--- src/hdl/bhm_pkg.sv ---
`default_nettype none
package bhm_pkg;

   localparam int MAX_WIDTH_DEF = 2048;

   localparam int PIX_W      = 8;
   localparam int DIM_W      = 12;
   localparam int SE_W       = 18;
   localparam int ROW_W      = 12;
   localparam int COL_W      = 11;
   localparam int CMP_W      = 14;
   localparam int CSR_IDX_W  = 3;
   localparam int CSR_DATA_W = 18;
   localparam int RSP_DATA_W = 24;

   localparam int Q_DEPTH = 4;
   localparam int Q_PTR_W = 2;
   localparam int Q_CNT_W = 3;

   localparam logic [PIX_W-1:0] THRESHOLD_RST = 8'd127;
   localparam logic [DIM_W-1:0] WIDTH_RST     = 12'd640;
   localparam logic [DIM_W-1:0] HEIGHT_RST    = 12'd480;
   localparam logic [SE_W-1:0]  SE_RST        = 18'd174762;

   typedef enum logic [CSR_IDX_W-1:0] {
      CSR_THRESHOLD = 3'd0,
      CSR_WIDTH     = 3'd1,
      CSR_HEIGHT    = 3'd2,
      CSR_SE        = 3'd3,
      CSR_OR_CENTER = 3'd4
   } csr_index_type;

   // slots: bit0 previous row left of pixel, bit1 previous row end, bit2 last row pixel
   typedef struct packed {
      logic [ROW_W-1:0] row;
      logic [COL_W-1:0] col;
      logic             match_bit;
      logic             mid_bit;
      logic             cur_bit;
      logic             frame_end;
      logic [2:0]       slots;
   } job_type;

   typedef struct packed {
      logic    valid;
      job_type job;
   } push_type;

   // win9: bits 8..6 column c-2, 5..3 column c-1, 2..0 column c; bit2 of a column is top
   function automatic logic se_match(logic [8:0] win9, logic [SE_W-1:0] se);
      logic       hit;
      logic [1:0] e;
      int         k;
      hit = 1'b1;
      for (int kr = 0; kr < 3; kr++) begin
         for (int kc = 0; kc < 3; kc++) begin
            k = kr * 3 + kc;
            e = se[2*k +: 2];
            if (!e[1] && (win9[(2-kc)*3 + (2-kr)] != e[0])) begin
               hit = 1'b0;
            end
         end
      end
      return hit;
   endfunction

endpackage
`default_nettype wire

--- src/hdl/bhm_back.sv ---
`default_nettype none
module bhm_back (
   input  wire logic                             clock,
   input  wire logic                             reset,
   input  wire logic                             empty,
   input  wire bhm_pkg::job_type                 head,
   output logic                                  pop,
   output logic                                  rsp_tvalid,
   input  wire logic                             rsp_tready,
   output logic [bhm_pkg::RSP_DATA_W-1:0]        rsp_tdata,
   output logic                                  rsp_tlast
);

   logic [2:0]                done_ff;
   logic [2:0]                done_in;
   logic [2:0]                remain;
   logic [2:0]                sel;
   logic [2:0]                after;
   logic                      load;
   logic                      out_valid_ff;
   logic [bhm_pkg::ROW_W-1:0] out_row_ff;
   logic [bhm_pkg::COL_W-1:0] out_col_ff;
   logic                      out_bit_ff;
   logic                      out_last_ff;
   logic [bhm_pkg::ROW_W-1:0] row_in;
   logic [bhm_pkg::COL_W-1:0] col_in;
   logic                      bit_in;
   logic                      last_in;

   always_comb begin
      remain = head.slots & ~done_ff;
      if (remain[0]) begin
         sel = 3'b001;
      end else if (remain[1]) begin
         sel = 3'b010;
      end else begin
         sel = 3'b100;
      end
      after = remain & ~sel;
      load  = !empty && (!out_valid_ff || rsp_tready);
      pop   = load && (after == 3'b000);
      done_in = done_ff;
      if (load) begin
         done_in = (after == 3'b000) ? 3'b000 : (done_ff | sel);
      end

      row_in  = head.row - bhm_pkg::ROW_W'(1);
      col_in  = head.col - bhm_pkg::COL_W'(1);
      bit_in  = head.match_bit;
      last_in = 1'b0;
      if (sel[1]) begin
         col_in = head.col;
         bit_in = head.mid_bit;
      end else if (sel[2]) begin
         row_in  = head.row;
         col_in  = head.col;
         bit_in  = head.cur_bit;
         last_in = head.frame_end;
      end

      rsp_tvalid = out_valid_ff;
      rsp_tdata  = {out_bit_ff, out_col_ff, out_row_ff};
      rsp_tlast  = out_last_ff;
   end

   always_ff @(posedge clock) begin
      if (reset) begin
         done_ff      <= '0;
         out_valid_ff <= 1'b0;
      end else begin
         done_ff <= done_in;
         if (load) begin
            out_valid_ff <= 1'b1;
         end else if (rsp_tready) begin
            out_valid_ff <= 1'b0;
         end
      end
   end

   always_ff @(posedge clock) begin
      if (load) begin
         out_row_ff  <= row_in;
         out_col_ff  <= col_in;
         out_bit_ff  <= bit_in;
         out_last_ff <= last_in;
      end
   end

   a_done_clear_idle: assert property (@(posedge clock) disable iff (reset)
      empty |-> (done_ff == 3'b000))
      else $error("slot marks left with no job");

   a_done_in_job: assert property (@(posedge clock) disable iff (reset)
      !empty |-> ((done_ff & ~head.slots) == 3'b000) && (remain != 3'b000))
      else $error("slot marks do not fit head job");

   a_load_shows: assert property (@(posedge clock) disable iff (reset)
      load |=> out_valid_ff)
      else $error("loaded result not presented");

endmodule
`default_nettype wire

--- config.mk ---
export PLATFORM = sky130hd
export DESIGN_NAME = bhm_back
export DESIGN_NICKNAME = d
export VERILOG_FILES = /design/src/hdl/bhm_pkg.sv /design/src/hdl/bhm_back.sv
export SDC_FILE = /design/constraint.sdc
export NUM_CORES = 1
export LEC_CHECK = 0
export CELL_PAD_IN_SITES_DETAIL_PLACEMENT = 1
export CELL_PAD_IN_SITES_GLOBAL_PLACEMENT = 1
export CORE_ASPECT_RATIO = 0.6
export CORE_UTILIZATION = 35
export CTS_BUF_LIST = sky130_fd_sc_hd__clkbuf_4
export DETAILED_ROUTE_END_ITERATION = 16
export DONT_BUFFER_PORTS = 1
export PLACE_DENSITY_LB_ADDON = 0.3
export SETUP_SLACK_MARGIN = 0.15
export SLEW_MARGIN = 10
export SYNTH_ARGS = -nofsm -noshare
export SYNTH_HDL_FRONTEND = slang
export SYNTH_SLANG_ARGS = --single-unit
--- constraint.sdc ---
create_clock -name clock -period 4.4 [get_ports clock]
set_input_delay 0.88 -clock clock [delete_from_list [all_inputs] [get_ports clock]]
set_output_delay 0.88 -clock clock [all_outputs]
set_load 0.1 [all_outputs]
==> results.yml <==
pwr:
  ir_worst_vdd_v: 0.000147
  p_sw_uw: 245
  p_leak_nw: 0.540
  p_per_area_mw_per_mm2: 429
  power_uw: 651
  swShare_pct: 37.7
  p_seq_share_pct: 68.1
  p_clk_share_pct: 23.0
  pwr-share-comb_pct: 8.9
  internal_power_uw: 406
hold_path:
  hp-class: "reg -> reg"
clocking:
  cts_max_level: 2
  holdBufCountCts: 0
  path_clk_slew_ns: 0.09
  cts_tree: "done"
  postCtsSetupRepairBufs: 0
  cts_buffers: 5
  cts_resized: 0
  cts_buffer_depth: 2
  root_buffer: "clkbuf_4"
  clock_sinks: 29
  insertion_delay_ns: 0.31
synthesis:
  synth_area_sq_mm: 0.00140
  synth_top_area_cell: "edfxtp_1"
  yosys-top-cells-area: "edfxtp_1 (53%), xnor2_1 (7.5%), dfxtp_1 (5.7%), xor2_1 (5.0%), nor2_1 (2.7%)"
  netlist_instances: 118
  synthDistinctLibCells: 31
  synth_nets: 154
  synth_top_cell_area_share_pct: 53.5
  synth-seq-area-share_pct: 59.2
  yosys_warnings: 0
  syn_avg_cell_area_sq_um: 11.9
  ys_ff_latch: 29
worst_setup_path:
  critical_path.endpoint: "pop"
  rr_worst_depth: 6
  critPathLaunch: "head[0]"
  rrSetupSlack_ns: 2.34
  crit_required_ns: 3.52
  r2r-start: "rsp_tvalid$_SDFFE_PP0P_"
  crit_type: "in -> out"
  path_max_fanout: 9
  cp_slowest_cell: "buf_4"
  cpPeakStageDelay_ns: 0.29
  path_cells: "nand2b_1, a21oi_1, nor2b_2, buf_4"
  crit_arrival_ns: 1.73
  r2r_end: "done_ff[1]$_SDFFE_PP0P_"
  endpoint_kind: "primary output"
  start_kind: "input pin"
timing:
  period_minus_slack_ns: 2.61
  finalHoldViolations: 0
  max_slew_margin_pct: 28.8
  worstMarginPinSlew_ns: 1.07
  setup-tns-final_ns: 0
  timing.final.crit_share_pct: 59.4
  whs_ns: 0.481
  fmax_ghz: 0.383
  slew_viol_final: 0
  setup_viol: 0
  fin_worst_skew_ns: 0.00910
  rsz0062_at_grt: "no"
  fin_ws_ns: 1.79
grt:
  grt_overflow: 0
  antenna_found_initial: 0
  grt_pass1_wl_um: 4790
  grt_pass1_vias: 923
  grt.total_usage_pct: 15.2
  grt_max_degree: 28
detailed_routing:
  wl_met3_um: 235
  wl_per_cell_um: 17.9
  wl_met2_um: 1450
  route.detailed.drc: 0
  ant_nets: 0
  top_layer: "met4"
  drt-total-wl_um: 3090
  first_pass_iters: 3
  viasPerCell: 5.20
  initialDrtViolationCount: 12
  wl_met1_um: 1370
  vias: 895
finish:
  fill_cells: 403
  layout_common_cells: "edfxtp_1 (25), xnor2_1 (12), nor2_1 (10)"
  syn_to_final_growth_pct: 8.02
  diodes: 0
  nets: 161
  drive_above_1_share_pct: 10.4
  final_cells: 172
  final_common_cell: "edfxtp_1"
die:
  core_sq_mm: 0.00374
  rows: 17
  die_area_sq_mm: 0.00428
  die_h_um: 51.1
  ios: 61
  die_x_um: 83.8
  initial_utilization_pct: 37.5
placement:
  place_hpwl_um: 2410
  io_buffers: 0
  dp_slack_ns: 1.78
  gp_congestion: 0.797
  placed_cells: 165
flow_run:
  max-cap-violations: 0
run_status:
  status: "complete, no violations"
-- cell usage after synthesis --
cell type,count
nor3b_1,1
nor4_1,3
o2111a_1,1
a21oi_1,5
o211ai_1,1
or4_4,1
a31oi_1,2
nand3_1,2
nor2b_1,2
dfxtp_1,4
or3_4,1
edfxtp_1,25
ha_1,2
inv_1,6
or4_1,1
nand2b_1,5
nor2_1,10
o21ai_0,1
and3_1,1
buf_4,1
nor3_2,1
nor2b_2,1
xnor2_1,12
a211oi_1,1
nand2_1,9
nand4_1,1
nor3_1,5
nand3b_1,3
nand4b_1,1
buf_2,1
xor2_1,8
-- state kept, by name, indices dropped and copies added, names as in the netlist --
signal	flops
rsp_tvalid	1
rsp_tlast	1
done_ff	3
out_row_ff	12
out_col_ff	11
out_bit_ff	1
-- worst max-delay path: cells and delay by family --
| family | cells | cell delay, ns |
|---|---|---|
| compound gates | 1 | 0.19 |
| simple gates | 2 | 0.37 |
| buf+inv | 1 | 0.29 |
-- layout make-up --
type	instances	area, sq um	share of cell area, %
Clock buffer	6	45.0	2.97
Clock inverter	1	3.75	0.248
Sequential cell	29	831	54.8
Timing Repair Buffer	2	15.0	0.990
Inverter	6	22.5	1.49
Multi-Input combinational cell	81	541	35.6
Tap cell	47	58.8	3.88
-- power by group through the flow --
stage / combinational, mW / sequential (mW) / clock [mW]
finish: 0.0579 / 0.443 / 0.150
global route: 0.0632 / 0.445 / 0.170
CTS: 0.0590 / 0.444 / 0.161
detailed placement: 0.0588 / 0.450 / 0
global placement: 0.0556 / 0.449 / 0
floorplan: 0.0482 / 0.446 / 0
-- metal layers --
layer | up-vias | track usage (%)
li1 | 432 | -
met1 | 428 | 17.2
met2 | 30 | 25.6
met3 | 5 | 7.43
met4 | 0 | 5.08
met5 | - | 0
-- worst min-delay path by stage --
| stage | from | endpoint | slack [ns] | cells after the start |
|---|---|---|---|---|
| 3_3_place_gp | done_ff[2]$_SDFFE_PP0P_ | done_ff[2]$_SDFFE_PP0P_ | 0.46 | 1 |
| 2_1_floorplan | done_ff[2]$_SDFFE_PP0P_ | done_ff[2]$_SDFFE_PP0P_ | 0.45 | 1 |
| 4_1_cts | done_ff[2]$_SDFFE_PP0P_ | done_ff[2]$_SDFFE_PP0P_ | 0.48 | 1 |
| 5_1_grt | done_ff[2]$_SDFFE_PP0P_ | done_ff[2]$_SDFFE_PP0P_ | 0.51 | 1 |
| 6_report | done_ff[2]$_SDFFE_PP0P_ | done_ff[2]$_SDFFE_PP0P_ | 0.48 | 1 |
| 3_5_place_dp | done_ff[2]$_SDFFE_PP0P_ | done_ff[2]$_SDFFE_PP0P_ | 0.47 | 1 |
-- through the flow --
stage	util [%]	instance area [sq um]
detailed placement	39.2	1470
global route	40.5	1520
finish	40.5	1520
CTS	40.5	1520
global placement	39.2	1470
floorplan	-	1400
-- logic make-up (layout without fill, tap and decap cells) --
group                    after synthesis  in the layout  synth area share, %
XOR/XNOR                              20             20                 12.5
adder cells (fa/ha/maj)                2              2                 1.78
buffers and inverters                  8             15                 2.50
AO/OA/AOI/OAI                         11             11                 4.90
flip-flops                            29             29                 59.2
AND/OR/NAND/NOR                       48             48                 19.2
(Power assumes the default switching activity.)
