### config.mk
export PLATFORM = sky130hd
export DESIGN_NAME = bhm_queue
export DESIGN_NICKNAME = d
export VERILOG_FILES = /design/src/hdl/bhm_pkg.sv /design/src/hdl/bhm_queue.sv
export SDC_FILE = /design/constraint.sdc
export NUM_CORES = 1
export LEC_CHECK = 0
export BUFFER_PORTS_ARGS = -buffer_cell sky130_fd_sc_hd__buf_2
export CAP_MARGIN = 20
export CORE_MARGIN = 2
export CORE_UTILIZATION = 35
export DETAILED_ROUTE_END_ITERATION = 12
export SETUP_SLACK_MARGIN = 0.3
export SYNTH_ARGS = -nofsm -noshare
export SYNTH_HDL_FRONTEND = slang
export SYNTH_SLANG_ARGS = --single-unit
### constraint.sdc
create_clock -name clock -period 2.9 [get_ports clock]
set_clock_uncertainty 0.15 [all_clocks]
set_input_delay 0.145 -clock clock [delete_from_list [all_inputs] [get_ports clock]]
set_output_delay 0.145 -clock clock [all_outputs]
set_load 0.005 [all_outputs]
### src/hdl/bhm_pkg.sv
`default_nettype none
package bhm_pkg;

   localparam int MAX_WIDTH_DEF = 2048;

   localparam int PIX_W      = 8;
   localparam int DIM_W      = 12;
   localparam int SE_W       = 18;
   localparam int ROW_W      = 12;
   localparam int COL_W      = 11;
   localparam int CMP_W      = 14;
   localparam int CSR_IDX_W  = 3;
   localparam int CSR_DATA_W = 18;
   localparam int RSP_DATA_W = 24;

   localparam int Q_DEPTH = 4;
   localparam int Q_PTR_W = 2;
   localparam int Q_CNT_W = 3;

   localparam logic [PIX_W-1:0] THRESHOLD_RST = 8'd127;
   localparam logic [DIM_W-1:0] WIDTH_RST     = 12'd640;
   localparam logic [DIM_W-1:0] HEIGHT_RST    = 12'd480;
   localparam logic [SE_W-1:0]  SE_RST        = 18'd174762;

   typedef enum logic [CSR_IDX_W-1:0] {
      CSR_THRESHOLD = 3'd0,
      CSR_WIDTH     = 3'd1,
      CSR_HEIGHT    = 3'd2,
      CSR_SE        = 3'd3,
      CSR_OR_CENTER = 3'd4
   } csr_index_type;

   // slots: bit0 previous row left of pixel, bit1 previous row end, bit2 last row pixel
   typedef struct packed {
      logic [ROW_W-1:0] row;
      logic [COL_W-1:0] col;
      logic             match_bit;
      logic             mid_bit;
      logic             cur_bit;
      logic             frame_end;
      logic [2:0]       slots;
   } job_type;

   typedef struct packed {
      logic    valid;
      job_type job;
   } push_type;

   // win9: bits 8..6 column c-2, 5..3 column c-1, 2..0 column c; bit2 of a column is top
   function automatic logic se_match(logic [8:0] win9, logic [SE_W-1:0] se);
      logic       hit;
      logic [1:0] e;
      int         k;
      hit = 1'b1;
      for (int kr = 0; kr < 3; kr++) begin
         for (int kc = 0; kc < 3; kc++) begin
            k = kr * 3 + kc;
            e = se[2*k +: 2];
            if (!e[1] && (win9[(2-kc)*3 + (2-kr)] != e[0])) begin
               hit = 1'b0;
            end
         end
      end
      return hit;
   endfunction

endpackage
`default_nettype wire

### src/hdl/bhm_queue.sv
`default_nettype none
module bhm_queue (
   input  wire logic               clock,
   input  wire logic               reset,
   input  wire bhm_pkg::push_type  push,
   output logic                    full,
   input  wire logic               pop,
   output logic                    empty,
   output bhm_pkg::job_type        head
);

   bhm_pkg::job_type            q_mem_ff [bhm_pkg::Q_DEPTH];
   logic [bhm_pkg::Q_PTR_W-1:0] wr_ptr_ff;
   logic [bhm_pkg::Q_PTR_W-1:0] rd_ptr_ff;
   logic [bhm_pkg::Q_CNT_W-1:0] count_ff;
   logic [bhm_pkg::Q_CNT_W-1:0] count_in;
   logic                        do_push;
   logic                        do_pop;

   always_comb begin
      full    = (count_ff == bhm_pkg::Q_CNT_W'(bhm_pkg::Q_DEPTH));
      empty   = (count_ff == '0);
      head    = q_mem_ff[rd_ptr_ff];
      do_push = push.valid && !full;
      do_pop  = pop && !empty;
      count_in = count_ff;
      if (do_push && !do_pop) begin
         count_in = count_ff + bhm_pkg::Q_CNT_W'(1);
      end else if (do_pop && !do_push) begin
         count_in = count_ff - bhm_pkg::Q_CNT_W'(1);
      end
   end

   always_ff @(posedge clock) begin
      if (reset) begin
         wr_ptr_ff <= '0;
         rd_ptr_ff <= '0;
         count_ff  <= '0;
      end else begin
         count_ff <= count_in;
         if (do_push) begin
            wr_ptr_ff <= wr_ptr_ff + bhm_pkg::Q_PTR_W'(1);
         end
         if (do_pop) begin
            rd_ptr_ff <= rd_ptr_ff + bhm_pkg::Q_PTR_W'(1);
         end
      end
   end

   always_ff @(posedge clock) begin
      if (do_push) begin
         q_mem_ff[wr_ptr_ff] <= push.job;
      end
   end

   a_no_push_full: assert property (@(posedge clock) disable iff (reset)
      !(push.valid && full))
      else $error("job pushed into full queue");

   a_no_pop_empty: assert property (@(posedge clock) disable iff (reset)
      !(pop && empty))
      else $error("job popped from empty queue");

   a_count_bound: assert property (@(posedge clock) disable iff (reset)
      count_ff <= bhm_pkg::Q_CNT_W'(bhm_pkg::Q_DEPTH))
      else $error("queue count beyond depth");

endmodule
`default_nettype wire

==> flow_summary_export.csv, run 1 <==
group,metric,value,unit
outcome,status,"finished clean",
sta,maxSlewHeadroom,61.8,%
yosys,syn_inst,204,
detailed_routing,firstDrtPassIters,4,
global_route,antenna_found_initial,0,
detailed_routing,drc,0,
yosys,avgSynthCellArea,23.5,µm²
critical_path,r2r_slack,0.58,ns
place,place_area,5400,µm²
place,dp_slack,0.571,ns
cts,htree_levels,4,
sta,max_freq,431,MHz
cts,clock_latency,0.41,ns
critical_path,cp-start-kind,"register",
min_path,hold_path_class,"in2reg",
global_route,grt_use_total,13.0,%
cts,cts_resized,0,
yosys,synth_compound_area_share,0.860,%
yosys,syn-num-nets,244,
critical_path,critPathArrivalTime,2.51,ns
sta,rsz0062_at_grt,"false",
detailed_routing,drt-vias-per-instance,4.59,
place,gp_congestion,0.743,
global_route,grt_overflow_total,0,
sta,setup_violations,0,
final_layout,final_cell_area,6330,µm²
yosys,synth_adder_area_share,1.72,%
sta,max_slew.worst_pin.slew,0.572,ns
detailed_routing,wl,8630,µm
final_layout,areaGrowthSynthToFinish,31.9,%
yosys,synth-edff-count,120,
sta,worst_slack,0.578,ns
power,cellPowerDensity,876,nW/µm²
final_layout,num-nets-final,363,
yosys,yosysSeqAreaShare,78.9,%
cts,cts.sinks,129,
die,row_count,42,
sta,fin_tns_setup,0,ns
power,total_power,0.00554,W
yosys,syn-cell-area,4800,µm²
yosys,postSynth.asyncResetShare,0,%
cts,clk_pin_slew,0.06,ns
global_route,grt_start_max_net_pins,31,
final_layout,mostFrequentLayoutCells,"edfxtp_1, buf_2, dlygate4sd3_1, mux4_2, clkbuf_16",
power,ir_worst_vdd,349,µV
detailed_routing,num_vias,2350,
detailed_routing,avgRoutedWirePerCell,16.9,µm
final_layout,diodes,0,
critical_path,crit_required,3.09,ns
sta,layout_min_cycle_time,2.32,ns
die,core,13300,µm²
yosys,synth_top_family_by_area,"multiplexers",
die,die_y,121,µm
yosys,synth_flop_cell,"edfxtp_1",
cts,ctsLongestPathBuffers,2,
final_layout,drive_above_1_share,42.6,%
sta,maxSlewViolCount,0,
run,max_cap_viol_count,0,
place,io_buffers,65,
yosys,yosysWarningCount,0,
yosys,synthMuxAreaShare,14.5,%
sta,fin_crit_sh,80.1,%
detailed_routing,ant_nets,0,
power,p_leak,2.21,nW
die,die_width,121,µm
cts,cts_root_buf,"clkbuf_16",
sta,finalHoldViolations,0,
critical_path,end_kind,"register",
sta,timing.hold.ws,0.333,ns
global_route,grt_pass1_wl,13600,µm
detailed_routing,first_iter_violations,103,
global_route,grt_pass1_vias,2492,
yosys,yosys.area_share.simple,1.93,%
critical_path,cp_max_fo,6,
cts,numCtsBuffers,17,
critical_path,crit_type,"reg2reg",
die,die_area,14700,µm²
cts,cts_tree,"yes",
die,start_util,36.1,%
yosys,synth.ff_latch_count,129,
place,dp_hpwl,5110,µm
yosys,synthXorXnorAreaFrac,0.730,%
yosys,yosys.cell_types.count,22,
final_layout,final_common_cell,"edfxtp_1",
die,io_pins,66,
## logic make-up (layout without fill, tap and decap cells)
group	count (synthesis)	after routing
flops	129	129
simple gates	16	16
xor+xnor	4	4
compound gates	6	6
mux	32	32
buf+inv	11	143
fa+ha+maj	6	6
## sequential cells by signal (all words and copies together) (netlist names), named ones only
name	count
count_ff	3
wr_ptr_ff	2
q_mem_ff	120
rd_ptr_ff	2
## worst paths after layout
path,start,to,depth (start not counted)
max,count_ff[0],count_ff[2],8
min,push[18],q_mem_ff[3][18],2
max reg2reg,count_ff[0],count_ff[2],8
min reg2reg,wr_ptr_ff[1],wr_ptr_ff[1],2
## cell type report
type / count / area (µm²)
flip-flops and latches: 129 / 3790
well taps: 176 / 220
clock inverters: 14 / 165
repair buffers: 107 / 763
multi-input cells: 64 / 952
inverters: 4 / 15.0
fillers: 1128 / 6960
clock buffers: 18 / 429
## power by group
part | internal [W] | total (W) | switching, W | leakage [nW]
Combinational | 0.000607 | 0.00107 | 0.000466 | 0.748
Sequential | 0.00225 | 0.00237 | 0.000123 | 1.17
Clock | 0.00135 | 0.00210 | 0.000756 | 0.290
## worst max-delay path, cell delays in order (launching register included)
cell and delay (ns):
dfxtp_1 0.48, nor3b_2 0.11, nor2_2 0.21, ha_1 0.22
inv_1 0.06, fa_1 0.37, xor2_1 0.18, or3_1 0.31
a21oi_1 0.16
## synthesized netlist by cell type, types with 3 or more instances
cell type	instances	share of area, %
and2_1	4	0.52
buf_2	3	0.31
buf_6	3	0.70
dfxtp_1	9	3.8
edfxtp_1	120	75
ha_1	5	1.3
inv_1	4	0.31
mux4_2	30	14
nor2_1	5	0.39
xor2_1	4	0.73
## timing repair
| action | CTS | global route |
|---|---|---|
| hold buffers | 34 | 0 |
| hold endpoints to repair | 129 | 0 |
| setup buffers | 0 | 0 |
## metal layers
metal	vias up	global-route usage, %	part of all wire [%]
met2	52	19.5	46
met4	0	5.67	1.6
li1	1091	-	-
met1	1195	16.6	46
met3	12	5.26	5.5
met5	-	0	0
## stage by stage
| step | utilization, % | cells |
|---|---|---|
| global route | 47.6 | 512 |
| detailed placement | 40.6 | 446 |
| global placement | 40.6 | 446 |
| floorplan | - | 204 |
| CTS | 47.6 | 512 |
| finish | 47.6 | 512 |
No activity file was read; power rests on OpenSTA's default activity.
==> inputs of run 2 (changes only) <==
--- a/config.mk
+++ b/config.mk
@@ -5,6 +5,7 @@
 export SDC_FILE = /design/constraint.sdc
 export NUM_CORES = 1
 export LEC_CHECK = 0
+export ABC_AREA = 1
 export BUFFER_PORTS_ARGS = -buffer_cell sky130_fd_sc_hd__buf_2
 export CAP_MARGIN = 20
 export CORE_MARGIN = 2
==> constraint.sdc (replaced) <==
create_clock -name clock -period 2.33 [get_ports clock]
set_clock_uncertainty 0.15 [all_clocks]
set_input_delay 0.1165 -clock clock [delete_from_list [all_inputs] [get_ports clock]]
set_output_delay 0.1165 -clock clock [all_outputs]
set_load 0.005 [all_outputs]
==> run 2 against run 1 <==
Sequential power is 24% higher. Synthesized cell count increased by 77%. Via count rose by 34%. Sequential share of layout area decreased by 1.1 points. Combinational power grew 48%. Critical path depth shrank 4. Total power increased by 25%. Setup slack worse by 0.18 ns. Area after synthesis grew 4.1%. Final area up 2.0%. Wire length is 20% higher. Critical path type is now reg2out. Largest power group unchanged.
==> flow_summary_export.csv, run 2 <==
group,metric,value,unit
yosys,synth_adder_area_share,1.65,%
yosys,synth-edff-count,120,
yosys,avgSynthCellArea,13.8,µm²
sta,maxSlewHeadroom,78.7,%
power,cellPowerDensity,1070,nW/µm²
final_layout,top_regs,"q_mem_ff x120, count_ff x3",
yosys,synthXorXnorAreaFrac,0.175,%
yosys,synthMuxAreaShare,0,%
power,total_power,0.00693,W
sta,fin_crit_sh,82.8,%
yosys,synth_top_area_share,72.1,%
detailed_routing,drt-vias-per-instance,4.72,
power,p_leak,2.36,nW
place,place_area,5520,µm²
yosys,syn_inst,361,
yosys,postSynth.asyncResetShare,0,%
final_layout,areaGrowthSynthToFinish,29.3,%
critical_path,timing.rr.end,"count_ff[2]",
final_layout,mostFrequentLayoutCells,"edfxtp_1, nor2_1, buf_2, dlygate4sd3_1, o21ai_1",
global_route,grt_pass1_vias,3064,
detailed_routing,wl,10400,µm
detailed_routing,firstDrtPassIters,6,
die,core,13900,µm²
cts,cts_root_buf,"clkbuf_16",
critical_path,worst_r2r_path_depth,13,
die,die_width,123,µm
final_layout,n_fill_cell,1251,
final_layout,drive_above_1_share,25.5,%
critical_path,crit_path_end,"head[0]",
sta,max_slew.worst_pin.slew,0.320,ns
cts,cts.sinks,129,
final_layout,num-nets-final,514,
sta,max_freq,518,MHz
final_layout,largest-register,"q_mem_ff",
power,p_comb_share,22.8,%
die,die_y,123,µm
detailed_routing,avgRoutedWirePerCell,15.5,µm
final_layout,final_cells,667,
die,start_util,35.9,%
final_layout,diodes,0,
global_route,grt_pass1_wl,15800,µm
sta,finalHoldViolations,0,
yosys,synth_compound_area_share,10.2,%
die,die_area,15200,µm²
yosys,yosysWarningCount,0,
die,io_pins,66,
critical_path,crit_required,2.06,ns
critical_path,r2r_slack,0.41,ns
final_layout,final_common_cell,"edfxtp_1",
run,max_cap_viol_count,0,
sta,layout_min_cycle_time,1.93,ns
cts,numCtsBuffers,17,
cts,clock_latency,0.41,ns
min_path,hold_path_class,"in2reg",
power,p_seq_share,42.6,%
power,p_int,0.00491,W
critical_path,crit_type,"reg2out",
sta,setup_violations,0,
final_layout,final_cell_area,6460,µm²
global_route,grt_start_max_net_pins,61,
place,dp_slack,0.219,ns
critical_path,end_kind,"output pin",
cts,htree_levels,4,
detailed_routing,drc,0,
yosys,post-synth-top-count-cell,"edfxtp_1",
detailed_routing,num_vias,3147,
sta,rsz0062_at_grt,"true",
power,netSwitchingFraction,29.1,%
global_route,grt_use_total,14.2,%
yosys,synth_top_family_by_area,"compound AO/OA/AOI/OAI gates",
yosys,syn-cell-area,5000,µm²
final_layout,largest_reg_flops,120,
power,p_clk_share,34.7,%
cts,cts_tree,"yes",
sta,worst_slack,0.401,ns
yosys,yosys.area_share.simple,7.49,%
critical_path,timing.rr.start,"count_ff[0]",
cts,clk_pin_slew,0.06,ns
cts,ctsLongestPathBuffers,2,
power,power_switching,0.00202,W
yosys,yosys-top-cells-count,"edfxtp_1, nor2_1, o21ai_0",
place,gp_congestion,0.808,
sta,maxSlewViolCount,0,
critical_path,cp_max_fo,20,
yosys,yosysSeqAreaShare,75.7,%
critical_path,cp-start-kind,"register",
yosys,synth.ff_latch_count,129,
yosys,syn-num-nets,401,
power,ir_worst_vdd,506,µV
yosys,synth_flop_cell,"edfxtp_1",
global_route,grt_overflow_total,0,
critical_path,critPathArrivalTime,1.66,ns
yosys,yosys.cell_types.count,21,
detailed_routing,first_iter_violations,142,
die,row_count,43,
yosys,synthTopCellsByArea,"edfxtp_1, nor2_1, o22ai_1",
place,place_inst,599,
outcome,status,"finished clean",
place,io_buffers,65,
global_route,antenna_found_initial,0,
place,dp_hpwl,5930,µm
yosys,netlist.top_cell.by_area,"edfxtp_1",
detailed_routing,ant_nets,0,
final_layout,finish.utilization,46.4,%
## run 2: changes by cell type after synthesis, moves of 4 or more
cell     before  now
nand2_2       0    4
o22ai_1       0   30
o21ai_1       0   30
nor2_1        5   73
mux4_2       30    0
o21ai_0       2   31
inv_1         4   16
buf_6         3   10
nand2_1       0   11
and2_1        4    0
nand3_1       0    4
## run 2: through the flow
step | hold WS (ns) | setup TNS, ns
after floorplan | 0.0356 | -15.54
after global placement | 0.179 | 0
after detailed placement | 0.183 | 0
after CTS | 0.286 | 0
after global routing | 0.309 | 0
final | 0.303 | 0
## run 2: worst max-delay path, cell delays in order, from the launching register on
cell     delay, ns
dfxtp_4       0.50
buf_6         0.23
o21ai_0       0.13
o22ai_1       0.24
buf_2         0.16
## run 2: worst min path at each step
stage	start	endpoint	cells past startpoint
after floorplan	reset	register	1
after global placement	push[8]	q_mem_ff[2][8]	1
after detailed placement	push[0]	q_mem_ff[3][0]	1
after CTS	push[27]	q_mem_ff[0][27]	2
after global routing	push[21]	q_mem_ff[3][21]	2
final	push[24]	q_mem_ff[2][24]	2
## run 2: logic make-up after synthesis
logic type	after synthesis
XOR/XNOR	1
adder cells (fa/ha/maj)	6
AND/OR/NAND/NOR	94
AO/OA/AOI/OAI	94
flip-flops	129
buffers and inverters	37
## run 2: area by class of cell
type | instances | area, µm² | share of cell area (%)
clock inverters | 14 | 120 | 1.86
multi-input cells | 195 | 1010 | 15.7
clock buffers | 18 | 429 | 6.64
repair buffers | 113 | 795 | 12.3
flip-flops and latches | 129 | 3790 | 58.7
inverters | 18 | 87.6 | 1.36
well taps | 180 | 225 | 3.49
## run 2: what timing repair did
item | 4_1_cts | 5_1_grt
gates cloned | 0 | 0
pin swaps | 1 | 0
setup endpoints to repair | 32 | 11
hold endpoints to repair | 129 | 0
setup buffers | 1 | 1
hold buffers | 34 | 0
resized for setup | 4 | 8
## run 2: metal layers
metal / share of wire (%) / global-route usage, %
met3: 3.8 / 4.52
met1: 45 / 17.4
met2: 50 / 23.7
met4: 0.88 / 5.04
met5: 0 / 0
## run 2: power groups by stage
stage / registers, W / logic (W) / clock network (W)
2_1_floorplan: 0.00294 / 0.00100 / 0
3_3_place_gp: 0.00299 / 0.00146 / 0
3_5_place_dp: 0.00299 / 0.00149 / 0
4_1_cts: 0.00295 / 0.00156 / 0.00244
5_1_grt: 0.00298 / 0.00178 / 0.00254
6_report: 0.00295 / 0.00158 / 0.00240
